<file path="src/hw/rtl/alxg_pkg.sv">
// ----------------------------------------------------------------------------
// alxg_pkg
// Shared types, widths and command codes for the argmax-label cross-entropy
// loss and gradient block.
// ----------------------------------------------------------------------------
`default_nettype none

package alxg_pkg;

    localparam int MAX_CLASSES = 8;
    localparam int IDX_W       = $clog2(MAX_CLASSES);
    localparam int CNT_W       = $clog2(MAX_CLASSES + 1);

    localparam int VAL_W       = 17;
    localparam int CFG_IDX_W   = 2;
    localparam int CFG_DATA_W  = 17;
    localparam int SUM_W       = 48;
    localparam int DIV_W       = 48;
    localparam int DIV_CNT_W   = 6;
    localparam int LOG_STEPS   = 16;
    localparam int LN_W        = 23;

    localparam logic [CFG_IDX_W-1:0] CFG_NORM_MODE   = 2'd0;
    localparam logic [CFG_IDX_W-1:0] CFG_OUTER_COUNT = 2'd1;
    localparam logic [CFG_IDX_W-1:0] CFG_INNER_COUNT = 2'd2;
    localparam logic [CFG_IDX_W-1:0] CFG_LOSS_WEIGHT = 2'd3;

    localparam logic [1:0] NORM_FULL  = 2'd0;
    localparam logic [1:0] NORM_VALID = 2'd1;
    localparam logic [1:0] NORM_BATCH = 2'd2;
    localparam logic [1:0] NORM_NONE  = 2'd3;

    localparam logic [VAL_W-1:0] ONE_Q16 = 17'd65536;
    localparam logic [31:0]      LN2_Q32 = 32'd2977044472;

    typedef logic [3:0] t_op;

    localparam t_op OP_NONE     = 4'd0;
    localparam t_op OP_ACCEPT   = 4'd1;
    localparam t_op OP_RD_BEST  = 4'd2;
    localparam t_op OP_LOG_INIT = 4'd3;
    localparam t_op OP_LOG_STEP = 4'd4;
    localparam t_op OP_LN       = 4'd5;
    localparam t_op OP_SUM      = 4'd6;
    localparam t_op OP_RD_K     = 4'd7;
    localparam t_op OP_MUL      = 4'd8;
    localparam t_op OP_START    = 4'd9;
    localparam t_op OP_EMIT     = 4'd10;

    typedef struct packed {
        t_op              op;
        logic [IDX_W-1:0] k;
        logic             kind;   // 1 while working on the final loss
        logic             last;
        logic             done;
    } t_cmd;

    typedef struct packed {
        logic [CNT_W-1:0] n;
        logic             div_done;
        logic             out_free;
    } t_stat;

endpackage

`default_nettype wire

</file>
<file path="src/hw/rtl/alxg_ctrl.sv">
// ----------------------------------------------------------------------------
// alxg_ctrl
// Sequencer: takes class words, runs the log iterations, then one division
// per gradient and, after the last position, one for the final loss.
// ----------------------------------------------------------------------------
`default_nettype none

module alxg_ctrl
    import alxg_pkg::*;
(
    input  wire logic  i_clk,
    input  wire logic  i_rst_n,
    input  wire logic  i_in_valid,
    input  wire logic  i_last_class,
    input  wire logic  i_last_position,
    input  wire t_stat i_stat,
    output logic       o_in_stall,
    output t_cmd       o_cmd
);

    localparam logic [3:0] S_IDLE     = 4'd0;
    localparam logic [3:0] S_RD_BEST  = 4'd1;
    localparam logic [3:0] S_LOG_INIT = 4'd2;
    localparam logic [3:0] S_LOG_STEP = 4'd3;
    localparam logic [3:0] S_LN       = 4'd4;
    localparam logic [3:0] S_SUM      = 4'd5;
    localparam logic [3:0] S_RD_K     = 4'd6;
    localparam logic [3:0] S_MUL      = 4'd7;
    localparam logic [3:0] S_START    = 4'd8;
    localparam logic [3:0] S_DIV      = 4'd9;
    localparam logic [3:0] S_EMIT     = 4'd10;

    logic [3:0]       r_state, n_state;
    logic [3:0]       r_iter, n_iter;
    logic [IDX_W-1:0] r_k, n_k;
    logic             r_lp, n_lp;
    logic             r_kind, n_kind;
    logic             grad_end;

    always_comb begin
        n_state = r_state;
        n_iter  = r_iter;
        n_k     = r_k;
        n_lp    = r_lp;
        n_kind  = r_kind;
        grad_end = ((CNT_W'(r_k) + 1'b1) == i_stat.n);
        o_cmd.op   = OP_NONE;
        o_cmd.k    = r_k;
        o_cmd.kind = r_kind;
        o_cmd.last = r_kind || (grad_end && !r_lp);
        o_cmd.done = r_kind || (grad_end && !r_lp);
        case (r_state)
            S_IDLE: begin
                if (i_in_valid) begin
                    o_cmd.op = OP_ACCEPT;
                    if (i_last_class) begin
                        n_lp    = i_last_position;
                        n_state = S_RD_BEST;
                    end
                end
            end
            S_RD_BEST: begin
                o_cmd.op = OP_RD_BEST;
                n_state  = S_LOG_INIT;
            end
            S_LOG_INIT: begin
                o_cmd.op = OP_LOG_INIT;
                n_iter   = '0;
                n_state  = S_LOG_STEP;
            end
            S_LOG_STEP: begin
                o_cmd.op = OP_LOG_STEP;
                n_iter   = r_iter + 1'b1;
                if (r_iter == 4'(LOG_STEPS - 1)) n_state = S_LN;
            end
            S_LN: begin
                o_cmd.op = OP_LN;
                n_state  = S_SUM;
            end
            S_SUM: begin
                o_cmd.op = OP_SUM;
                n_k      = '0;
                n_kind   = 1'b0;
                n_state  = S_RD_K;
            end
            S_RD_K: begin
                o_cmd.op = OP_RD_K;
                n_state  = S_MUL;
            end
            S_MUL: begin
                o_cmd.op = OP_MUL;
                n_state  = S_START;
            end
            S_START: begin
                o_cmd.op = OP_START;
                n_state  = S_DIV;
            end
            S_DIV: begin
                if (i_stat.div_done) n_state = S_EMIT;
            end
            S_EMIT: begin
                if (i_stat.out_free) begin
                    o_cmd.op = OP_EMIT;
                    if (r_kind) begin
                        n_state = S_IDLE;
                    end else if (!grad_end) begin
                        n_k     = r_k + 1'b1;
                        n_state = S_RD_K;
                    end else if (r_lp) begin
                        n_kind  = 1'b1;
                        n_state = S_MUL;
                    end else begin
                        n_state = S_IDLE;
                    end
                end
            end
            default: n_state = S_IDLE;
        endcase
    end

    always_ff @(posedge i_clk) begin
        if (!i_rst_n) begin
            r_state <= S_IDLE;
            r_iter  <= '0;
            r_k     <= '0;
            r_lp    <= 1'b0;
            r_kind  <= 1'b0;
        end else begin
            r_state <= n_state;
            r_iter  <= n_iter;
            r_k     <= n_k;
            r_lp    <= n_lp;
            r_kind  <= n_kind;
        end
    end

    assign o_in_stall = (r_state != S_IDLE);

endmodule

`default_nettype wire
</file>
<file path="config.mk">
export PLATFORM = sky130hd
export DESIGN_NAME = alxg_ctrl
export DESIGN_NICKNAME = d
export VERILOG_FILES = /design/src/hw/rtl/alxg_pkg.sv /design/src/hw/rtl/alxg_ctrl.sv
export SDC_FILE = /design/constraint.sdc
export NUM_CORES = 1
export LEC_CHECK = 0
export BUFFER_PORTS_ARGS = -buffer_cell sky130_fd_sc_hd__buf_2
export CORE_MARGIN = 1
export CORE_UTILIZATION = 32
export DETAILED_ROUTE_END_ITERATION = 6
export SLEW_MARGIN = 20
export SYNTH_ARGS = -nofsm -noshare
export SYNTH_HDL_FRONTEND = slang
export SYNTH_SLANG_ARGS = --single-unit
</file>
<file path="constraint.sdc">
create_clock -name i_clk -period 4.75 [get_ports i_clk]
set_clock_uncertainty 0.2 [all_clocks]
set_input_delay 0.95 -clock i_clk [delete_from_list [all_inputs] [get_ports i_clk]]
set_output_delay 0.95 -clock i_clk [all_outputs]
set_load 0.01 [all_outputs]
</file>
### After elaboration in Yosys (flattened, before gate mapping)

Index checks and enable logic that the tools add are counted.

* output and inout bits: 11
* input bits: 11
* flip-flop bits (word level): 13
* word-level logic and storage cells: 60

* add/sub/neg operators: 3
* mux-type cells: 22
* reduce and logical (&&, ||, !) cells: 11
* equality and inequality tests: 19

Operators by type and width (number)
* 4-bit case mux with 11 select lines: 1
* 4-bit case mux with 10 select lines: 1
* 4-bit two-way mux: 6
* 3-bit two-way mux: 6
* 4-bit by 3-bit == test with 1-bit output (second input constant): 4
* 4-bit == test (second input constant): 4
* 2-bit != test (second input constant): 7
* 4-bit by 2-bit == test with 1-bit output (second input constant): 2
* 4-bit case mux with 2 select lines: 1
* 3-bit case mux with 2 select lines: 1
* 1-bit two-way mux: 5
* 5-bit AND reduction: 1
* 3-bit by 1-bit adder with 4-bit output (second input constant): 1
* 4-bit by 1-bit adder with 4-bit output (second input constant): 1
* 4-bit by 1-bit == test with 1-bit output (second input constant): 1
* 4-bit == test: 1
* 4-bit zero test: 1
* 4-bit AND reduction: 1
* 2-bit nonzero test: 2
* 4-bit nonzero test: 1
* 3-bit by 1-bit adder with 3-bit output (second input constant): 1
* 3-bit AND reduction: 1
* 1-bit case mux with 2 select lines: 1
* 2-bit AND reduction: 1
* other kinds (3): 3

### Depth between registers and ports, before layout

Gate-level depths: netlist (run 1).

* depth in word-level cells: 6
* depth in mapped cells: 6
* depth with buffers taken out: 6

### Worst setup path after synthesis (run 1)

Ideal clock, no wire load.

* path type: input port to output port
* start point: input i_stat[5] (netlist name)
* end point: output o_cmd[1] (netlist name)
* slack: 1.694 ns
* path buffers: 1
* cell stages on the path: 5
* data required time: 3.600 ns
* arrival time: 1.906 ns
* path through: a21bo_2 > and3_1 > o21a_1 > a21o_1 > buf_4

RTL lines
* start, declared: line alxg_ctrl.sv:16 `input wire t_stat i_stat,`
* end, declared: line alxg_ctrl.sv:18 `output t_cmd o_cmd`

==> results.md, run 1 <==
- Vias: 969
- Initial antenna violation count: 0
- CP arrival: 2.02 ns
- Yosys warning count: 0
- Number of hold buffers added after CTS: 0
- Die area: 3291 um^2
- Ports: 22
- Clock transition at path regs: 0.09 ns
- Fmax: 315.8 MHz
- Drt first-iter violations: 35
- Lkg Pwr: 0.4536 nW
- Leading register cell type out of synthesis: dfxtp_1
- Vias/cell: 5.768
- Die Span X: 57.37 um
- Largest net degree at the start of global routing: 20
- WHS: 0.2947 ns
- CP Class: input pin to primary output
- Switching share of power: 31.47%
- H-Tree Depth: 1
- Sequential power share: 48.3%
- Netlist cell types: 47
- Nets: 151
- Worst relative slew slack: 57.53%
- Net Count, Synth: 133
- Remaining global-route overflow: 0
- Initial Util: 34.67%
- Endpoints failing setup: 0
- Row Count: 19
- Pwr dens: 235.2 nW/um^2
- Max IR drop VDD: 130.9 uV
- Num CTS Buffers: 3
- Post-Route WL: 2.253 mm
- Post-CTS resize count: 0
- Setup tns final: 0 ns
- Total power: 0.2575 mW
- RSZ-0062 raised after global routing: false
- Pint: 0.1764 mW
- Status: finished, violations left
- Seq/Total Area, Yosys: 26.53%
- Sink Count: 13
- Post-synth EDFFs: 0
- DR top layer: met4
- CTS tree: built
- Layout cells sized above 1: 26.28%
- Synthesized area: 980.9 um^2
- Routability cong.: 0.7467
- Failing checks: DRC
- Core area: 2829 um^2
- Slew @ Worst Pin: 0.6285 ns
- Post-route DRC: 7
- Setup bufs post-CTS: 0
- Final min period: 3.167 ns
- P&R area growth vs syn: 11.61%
- FFs w/ async S/R, synth: 0%
- Wire per inst: 13.41 um
- Worst-Skew Late Latency: 0.28 ns
- Die height: 57.37 um
- Met2 wire length: 1.005 mm
- NetSw: 0.08103 mW
- Number of synthesized register bits: 13
- Min-Delay Path Class: flip-flop to flip-flop
- CTS Buffer Depth: 2
- Logic pwr share: 25.2%
- Global-route usage over all layers: 14.22%
- M1 WL: 1.083 mm
- Post-Syn Area per Cell: 8.175 um^2
- Hold Fails Final Rpt: 0
- Period utilization: 66.66%
- Slew Limit Fails: 0
- Crit path capture type: primary output
- Number of global-route vias before repair: 805
- Wire length on met3: 153 um
- PortBufs: 21
- CP max FO: 4
- Post-DRT Antenna Nets: 0
- First-pass DRT Iterations: 6
- Clock Power Share: 26.4%
- Final core occ: 38.70%
- # Max-Cap Violations: 0
- First-pass GRT wire length: 3.657 mm
- Detail Placement HPWL: 1.637 mm
- N_diodes: 0
- CP Data Required Time: 3.60 ns
- Root Driver: clkbuf_4
- Synth Instances: 120
- Startpoint type of the worst setup path: input pin
==> state kept, by name (all words and copies together), names as in the netlist <==
signal,count
r_iter,4
r_state,4
r_k,3
r_kind,1
r_lp,1
==> cells in the mapped netlist (all sizes together), types with 2 or more instances <==
| cell type | number | share of area, % |
|---|---|---|
| nor3 | 4 | 2.0 |
| a21o | 2 | 1.5 |
| nand3b | 3 | 2.3 |
| ha | 2 | 2.6 |
| nor4 | 2 | 1.9 |
| a21oi | 11 | 6.4 |
| buf | 7 | 5.4 |
| o21a | 2 | 1.5 |
| nand3 | 7 | 3.6 |
| xnor2 | 2 | 1.8 |
| nand4b | 2 | 1.8 |
| o311a | 2 | 2.0 |
| o21ai | 5 | 3.3 |
| inv | 4 | 1.5 |
| mux2i | 3 | 3.1 |
| nor3b | 3 | 2.3 |
| nand2 | 11 | 4.2 |
| dfxtp | 13 | 27 |
| xor2 | 3 | 2.7 |
| nor2 | 8 | 3.1 |
| a41oi | 2 | 1.8 |
| nor2b | 2 | 1.3 |
==> per-layer routing <==
layer  global-route usage (%)  vias up
li1                         -      482
met1                    20.61      445
met2                    19.93       40
met3                    3.175        2
met4                    6.272        0
met5                        0        -
==> power groups by stage <==
stage	clock network (mW)	logic (mW)	registers, mW
floorplan	0	0.0566	0.117
global placement	0	0.0637	0.126
detailed placement	0	0.0647	0.126
CTS	0.0721	0.0651	0.124
global route	0.0770	0.0718	0.125
finish	0.0681	0.0650	0.124
==> area by class of cell <==
| cell class | count | area, um^2 |
|---|---|---|
| Fill cell | 290 | 1734 |
| Multi-Input combinational cell | 94 | 645.6 |
| Clock buffer | 4 | 26.28 |
| Sequential cell | 13 | 260.3 |
| Inverter | 5 | 18.77 |
| Tap cell | 31 | 38.79 |
| Timing Repair Buffer | 21 | 105.1 |
==> worst paths after layout <==
check / from / to / slack [ns] / depth (start not counted)
setup / recovery: i_stat[5] / o_cmd[0] / 1.58 / 6
hold / removal: r_iter[1] / r_iter[1] / 0.29 / 2
setup reg to reg: r_state[0] / r_state[3] / 2.59 / 5
hold reg to reg: r_iter[1] / r_iter[1] / 0.29 / 2
==> critical path, cell delays in order <==
cell	delay, ns
buf_2	0.10
a21bo_2	0.22
and3_1	0.20
o21a_1	0.22
a21o_1	0.20
buf_2	0.13
==> layout by cell type (no fill, tap or decap), types with 2 or more instances in the layout <==
cell      count
a21o_1        2
a21oi_1       9
a21oi_2       2
a41oi_1       2
buf_2        21
clkbuf_4      3
dfxtp_1      13
ha_1          2
inv_1         4
mux2i_1       3
nand2_1      11
nand3_1       7
nand3b_1      3
nand4b_1      2
nor2_1        8
nor2b_1       2
nor3_1        4
nor3b_1       3
o21a_1        2
o21ai_0       3
o21ai_2       2
o311a_1       2
xnor2_1       2
xor2_1        3
==> kinds of logic after synthesis <==
logic type,after synthesis,synth area share (%)
and+or+nand+nor,51,30.23
AOI/OAI and AO/OA,33,25.51
buffers and inverters,13,7.651
DFF,13,26.53
xor gates and xnor gates,5,4.465
muxes,3,3.061
adders and majority gates,2,2.551
==> metrics by stage <==
stage | worst slack (ns) | std cells | cell area [um^2]
3_5_place_dp | 1.590 | 164 | 1069
5_1_grt | 1.511 | 168 | 1095
6_report | 1.583 | 168 | 1095
3_3_place_gp | 1.619 | 164 | 1069
4_1_cts | 1.582 | 168 | 1095
2_1_floorplan | 1.694 | 120 | 980.9
Note: power is estimated with default switching activity, not from simulation.
==> inputs of run 2 (changes only) <==
- ABC_AREA: unset -> 1
- clock period: 4.75 -> 3 ns (I/O delays scaled with it)
==> run 2 against run 1 <==
Against the previous run:
- the flow now finishes without violations
- worst hold slack lost 0.0042 ns
- cell area shrank 2.1%
- largest power group unchanged
- synthesized cell count grew 23%
- die area shrank 6.3%
- setup slack lost 1.2 ns
- combinational power grew 58%
- highest routed layer unchanged
- cell count grew 20%
- sequential share of layout area grew 0.50 points
- first-iteration DRC count shrank 5.7%
- largest cell class unchanged
- count of clock-buffer cells in the layout is the same
==> results.md, run 2 <==
- Crit path capture type: primary output
- Core area: 2734 um^2
- Dpl ws: 0.6302 ns
- Yosys warning count: 0
- Remaining global-route overflow: 0
- Synth Instances: 148
- Top cell by count, worst path: nand2_1
- First-pass GRT wire length: 3.256 mm
- Hold Fails Final Rpt: 0
- N_diodes: 0
- Library cell with the largest summed area after synthesis: dfxtp_1
- Leading register cell type out of synthesis: dfxtp_1
- CP Class: flip-flop to primary output
- Die height: 55.54 um
- Row Count: 19
- Number of hold buffers added after CTS: 0
- Vias/cell: 4.723
- Worst-Skew Late Latency: 0.28 ns
- P&R area growth vs syn: 16.92%
- Detail Placement HPWL: 1.569 mm
- Number of synthesized register bits: 13
- Worst relative slew slack: 77.20%
- Die area: 3084 um^2
- Initial Util: 33.55%
- Reg2Reg Depth: 9
- Startpoint type of the worst setup path: flip-flop
- Max IR drop VDD: 310.2 uV
- Number of global-route vias before repair: 810
- Wire per inst: 9.416 um
- Final core occ: 39.22%
- Final min period: 2.666 ns
- Netlist cell types: 26
- Largest net degree at the start of global routing: 9
- Post-DP Area: 1046 um^2
- RSZ-0062 raised after global routing: false
- Top Registers: r_iter: 4 flops, r_state: 4 flops, r_k: 3 flops
- Most instantiated library cell after synthesis: nand2_1
- PortBufs: 21
- Crit path cell chain: ha_1, inv_1, nand2_1, nand2_1, nand2_1, nor2_1, nand3_1, nand2_1, buf_2
- Post-route cell area: 1072 um^2
- Reg2Reg Setup Slack: 1.06 ns
- Routability cong.: 0.8343
- Period utilization: 88.86%
- Slew @ Worst Pin: 0.3385 ns
- Post-synth top cells: nand2_1 (42), inv_1 (19), nor2_1 (15)
- Commonest non-fill, non-tap cells in the layout: nand2_1 (42), buf_2 (21), inv_1 (19), nor2_1 (15), dfxtp_1 (13)
- Post-Syn Area per Cell: 6.197 um^2
- Seq/Total Area, Yosys: 28.38%
- Clock transition at path regs: 0.08 ns
- Synthesized area: 917.1 um^2
- Fillers: 292
- Sink Count: 13
- Root Driver: clkbuf_4
- Endpoints failing setup: 0
- Final worst setup slack: 0.3342 ns
- FFs w/ async S/R, synth: 0%
- Worst r2r src: r_k[0]
- CP Data Required Time: 2.20 ns
- Reg-to-Reg End: r_state[2]
- Post-DRT Antenna Nets: 0
- CTS Buffer Depth: 2
- Post-Route WL: 1.902 mm
- Setup tns final: 0 ns
- Pwr dens: 375.4 nW/um^2
- Die Span X: 55.54 um
- Nets: 185
- H-Tree Depth: 1
- Fmax: 375.1 MHz
- HP Start: r_iter[1]
- Synth top area cells: dfxtp_1 (28%), nand2_1 (17%), inv_1 (7.8%), nor2_1 (6.1%), a21oi_1 (6.0%)
- Delay of the slowest critical-path stage: 0.46 ns
- CP arrival: 1.87 ns
- Post-synth EDFFs: 0
- # Max-Cap Violations: 0
- Share of the synthesized area in the top cell type: 28.38%
- Global-route usage over all layers: 13.09%
- First-pass DRT Iterations: 4
- Initial antenna violation count: 0
- Hold depth: 2
- Lkg Pwr: 0.5540 nW
- Drt first-iter violations: 33
- Ports: 22
- Post-CTS resize count: 0
- Layout cells sized above 1: 24.56%
- Net Count, Synth: 161
- Status: completed
- Min-Delay Path Class: flip-flop to flip-flop
- Post-route DRC: 0
- Commonest non-fill, non-tap cell in the layout: nand2_1
- Slew Limit Fails: 0
- Num CTS Buffers: 3
- CTS tree: built
- Slowest cell on crit path: dfxtp_1
- Vias: 954
- CP max FO: 8
- Setup bufs post-CTS: 0
- WHS Endpoint: r_iter[1]
run 2: changes by cell type after synthesis, sizes merged, moves of 5 or more:
cell	delta
buf	-5
inv	+19
nand2	+35
nor2	+12
run 2: per-layer routing:
layer / vias up / share of wire, % / GRT usage [%]
met5: - / 0 / 0
met4: 0 / 0.95 / 6.429
met3: 4 / 4.8 / 2.342
met2: 22 / 45 / 20.83
met1: 408 / 49 / 17.03
li1: 520 / - / -
run 2: power by group:
group / total [mW] / switching [mW] / internal [mW]
combinational: 0.103 / 0.0595 / 0.0431
clock: 0.112 / 0.0608 / 0.0516
sequential: 0.187 / 0.00898 / 0.178
total: 0.402 / 0.129 / 0.273
run 2: cells by family (layout without fill, tap and decap cells):
logic type	after synthesis	after routing	share of synthesized area (%)
buf+inv	26	49	12.00
simple gates	83	83	40.24
fa+ha+maj	2	2	2.728
compound gates	24	24	16.64
flops	13	13	28.38
run 2: how the worst max path moves through the flow:
stage	from	end	slack [ns]	cells past startpoint
2_1_floorplan	r_k[0]	o_cmd[1]	0.69	9
3_3_place_gp	i_stat[2]	o_cmd[0]	0.72	9
3_5_place_dp	r_k[0]	o_cmd[1]	0.63	9
4_1_cts	r_k[0]	o_cmd[1]	0.32	9
5_1_grt	r_k[0]	o_cmd[0]	0.16	9
6_report	r_k[0]	o_cmd[1]	0.33	9
run 2: area by class of cell:
cell class,count,area [um^2],area share [%]
inverters,24,95.09,8.868
repair buffers,21,105.1,9.802
flip-flops and latches,13,260.3,24.27
well taps,31,38.79,3.617
multi-input cells,109,546.8,50.99
clock buffers,4,26.28,2.450
run 2: metrics by stage:
step	power [mW]	hold WS [ns]	instances
global placement	0.2939	0.2726	198
CTS	0.4068	0.2922	202
finish	0.4025	0.2905	202
detailed placement	0.2950	0.2806	198
floorplan	0.2645	0.2573	148
global route	0.4317	0.3134	202
run 2: worst max-delay path: cells and delay by family (launching register included):
family                     cells  cell delay, ns
DFF                            1            0.46
buffers and inverters          2            0.19
and+or+nand+nor                6            0.63
adders and majority gates      1            0.31
==> inputs of run 3 (changes only) <==
- CAP_MARGIN: unset -> 20
- clock period: 3 -> 3.4 ns (I/O delays scaled with it)
==> run 3 against run 2 <==
Against the previous run:
- count of clock-buffer cells in the layout stayed put
- die area unchanged
- clock power shrank 14%
- cell count unchanged
- critical path type unchanged
- sequential cell count did not move
- utilization did not move
- combinational power fell by 11%
- total power is 12% lower
==> results.md, run 3 (synthesized netlist as in run 2, its figures left out) <==
- CP max FO: 8
- Fmax: 361.0 MHz
- Routability cong.: 0.8135
- Die Span X: 55.54 um
- Final worst setup slack: 0.6299 ns
- Lkg Pwr: 0.5540 nW
- Global-route usage over all layers: 13.40%
- Endpoints failing setup: 0
- WHS Endpoint: r_iter[1]
- Met2 wire length: 854 um
- Slew @ Worst Pin: 0.3930 ns
- Initial Util: 33.55%
- Slew Limit Fails: 0
- DR top layer: met3
- CP Data Required Time: 2.52 ns
- Commonest non-fill, non-tap cell in the layout: nand2_1
- Logic pwr share: 26.0%
- HP Start: r_iter[1]
- CTS Buffer Depth: 2
- Remaining global-route overflow: 0
- Post-DRT Antenna Nets: 0
- Crit path cell chain: ha_1, inv_1, nand2_1, nand2_1, nand2_1, nor2_1, nand3_1, nand2_1, buf_2
- Die area: 3084 um^2
- Hold depth: 2
- Reg-to-Reg End: r_state[1]
- # Max-Cap Violations: 0
- Startpoint type of the worst setup path: flip-flop
- Core area: 2734 um^2
- Clock Power Share: 27.1%
- Total power: 0.3535 mW
- Vias: 951
- Wire length on met3: 103 um
- Crit path launch: r_k[0]
- Die height: 55.54 um
- Sink Count: 13
- Layout cells sized above 1: 24.56%
- Vias/cell: 4.708
- Dpl ws: 0.8847 ns
- Wire per inst: 9.495 um
- Worst-Skew Late Latency: 0.28 ns
- Hold Fails Final Rpt: 0
- Reg2Reg Depth: 11
- Ports: 22
- Period utilization: 81.47%
- Drt first-iter violations: 31
- P&R area growth vs syn: 16.92%
- Setup tns final: 0 ns
- Row Count: 19
- Setup bufs post-CTS: 0
- Worst path top cell family by delay: simple AND/OR/NAND/NOR gates
- Nets: 185
- CP Class: flip-flop to primary output
- Largest net degree at the start of global routing: 9
- Pwr dens: 329.7 nW/um^2
- Top Registers: r_iter: 4 flops, r_state: 4 flops, r_k: 3 flops
- First-pass GRT wire length: 3.325 mm
- M1 WL: 961 um
- Initial antenna violation count: 0
- Post-Route WL: 1.918 mm
- Max IR drop VDD: 273.7 uV
- Switching share of power: 31.81%
- First-pass DRT Iterations: 6
- H-Tree Depth: 1
- Slowest cell on crit path: dfxtp_1
- Status: completed
- RSZ-0062 raised after global routing: false
- Worst relative slew slack: 73.60%
- PortBufs: 21
- Top cell by count, worst path: nand2_1
- NetSw: 0.1125 mW
- CP arrival: 1.89 ns
- Root Driver: clkbuf_4
- Min-Delay Path Class: flip-flop to flip-flop
- Number of hold buffers added after CTS: 0
- Post-route DRC: 0
- N_diodes: 0
- Reg2Reg Setup Slack: 1.44 ns
- CTS tree: built
- Sequential power share: 46.8%
- Num CTS Buffers: 3
- Pint: 0.2411 mW
- Commonest non-fill, non-tap cells in the layout: nand2_1 (42), buf_2 (21), inv_1 (19), nor2_1 (15), dfxtp_1 (13)
- Clock transition at path regs: 0.08 ns
- Worst r2r src: r_k[0]
- CP Buf/Inv Count: 2
- Post-CTS resize count: 0
- Number of global-route vias before repair: 830
- Crit path capture type: primary output
- Final min period: 2.770 ns
- Delay of the slowest critical-path stage: 0.46 ns
- Detail Placement HPWL: 1.599 mm
## run 3: cell counts in the layout (fill, tap and decap cells not counted)
No cell type changed its count.
## run 3: worst reg2reg max path, stage by stage (launching register included)
cell	delay, ns
dfxtp_1	0.46
ha_1	0.31
inv_1	0.07
nand2_1	0.05
nand2_1	0.05
nand2_1	0.05
nor2_1	0.22
nand3_1	0.19
nand2_1	0.09
nand2_1	0.06
nand2_1	0.08
a21oi_2	0.05
## run 3: per-stage QoR
stage / utilization, % / std cells / hold WS (ns) / area (um^2)
after floorplan: - / 148 / 0.2573 / 917.1
after global placement: 38.26 / 198 / 0.2732 / 1046
after detailed placement: 38.26 / 198 / 0.2850 / 1046
after CTS: 39.22 / 202 / 0.2971 / 1072
after global routing: 39.22 / 202 / 0.3099 / 1072
final: 39.22 / 202 / 0.2879 / 1072
## run 3: metal layers
layer  global-route usage (%)  vias to the layer above
met5                        0                        -
met4                    2.143                        0
met3                    4.450                        0
met2                    22.20                       25
met1                    17.20                      406
li1                         -                      520
## run 3: worst max-delay path by stage
| stage | to | slack, ns | depth (start not counted) |
|---|---|---|---|
| final | o_cmd[1] | 0.63 | 9 |
| after global routing | o_cmd[0] | 0.46 | 9 |
| after CTS | o_cmd[1] | 0.62 | 9 |
| after detailed placement | o_cmd[1] | 0.88 | 9 |
| after global placement | o_cmd[0] | 0.97 | 9 |
| after floorplan | o_cmd[1] | 1.01 | 9 |
## run 3: power groups by stage
stage	logic, mW	clock network [mW]	registers (mW)
2_1_floorplan	0.0663	0	0.167
3_3_place_gp	0.0906	0	0.169
3_5_place_dp	0.0933	0	0.169
4_1_cts	0.0936	0.102	0.165
5_1_grt	0.102	0.109	0.167
6_report	0.0920	0.0960	0.166
## run 3: layout make-up
cell class              count  area (um^2)
multi-input cells         109        546.8
fillers                   312         1662
well taps                  31        38.79
flip-flops and latches     13        260.3
clock buffers               4        26.28
repair buffers             21        105.1
inverters                  24        95.09
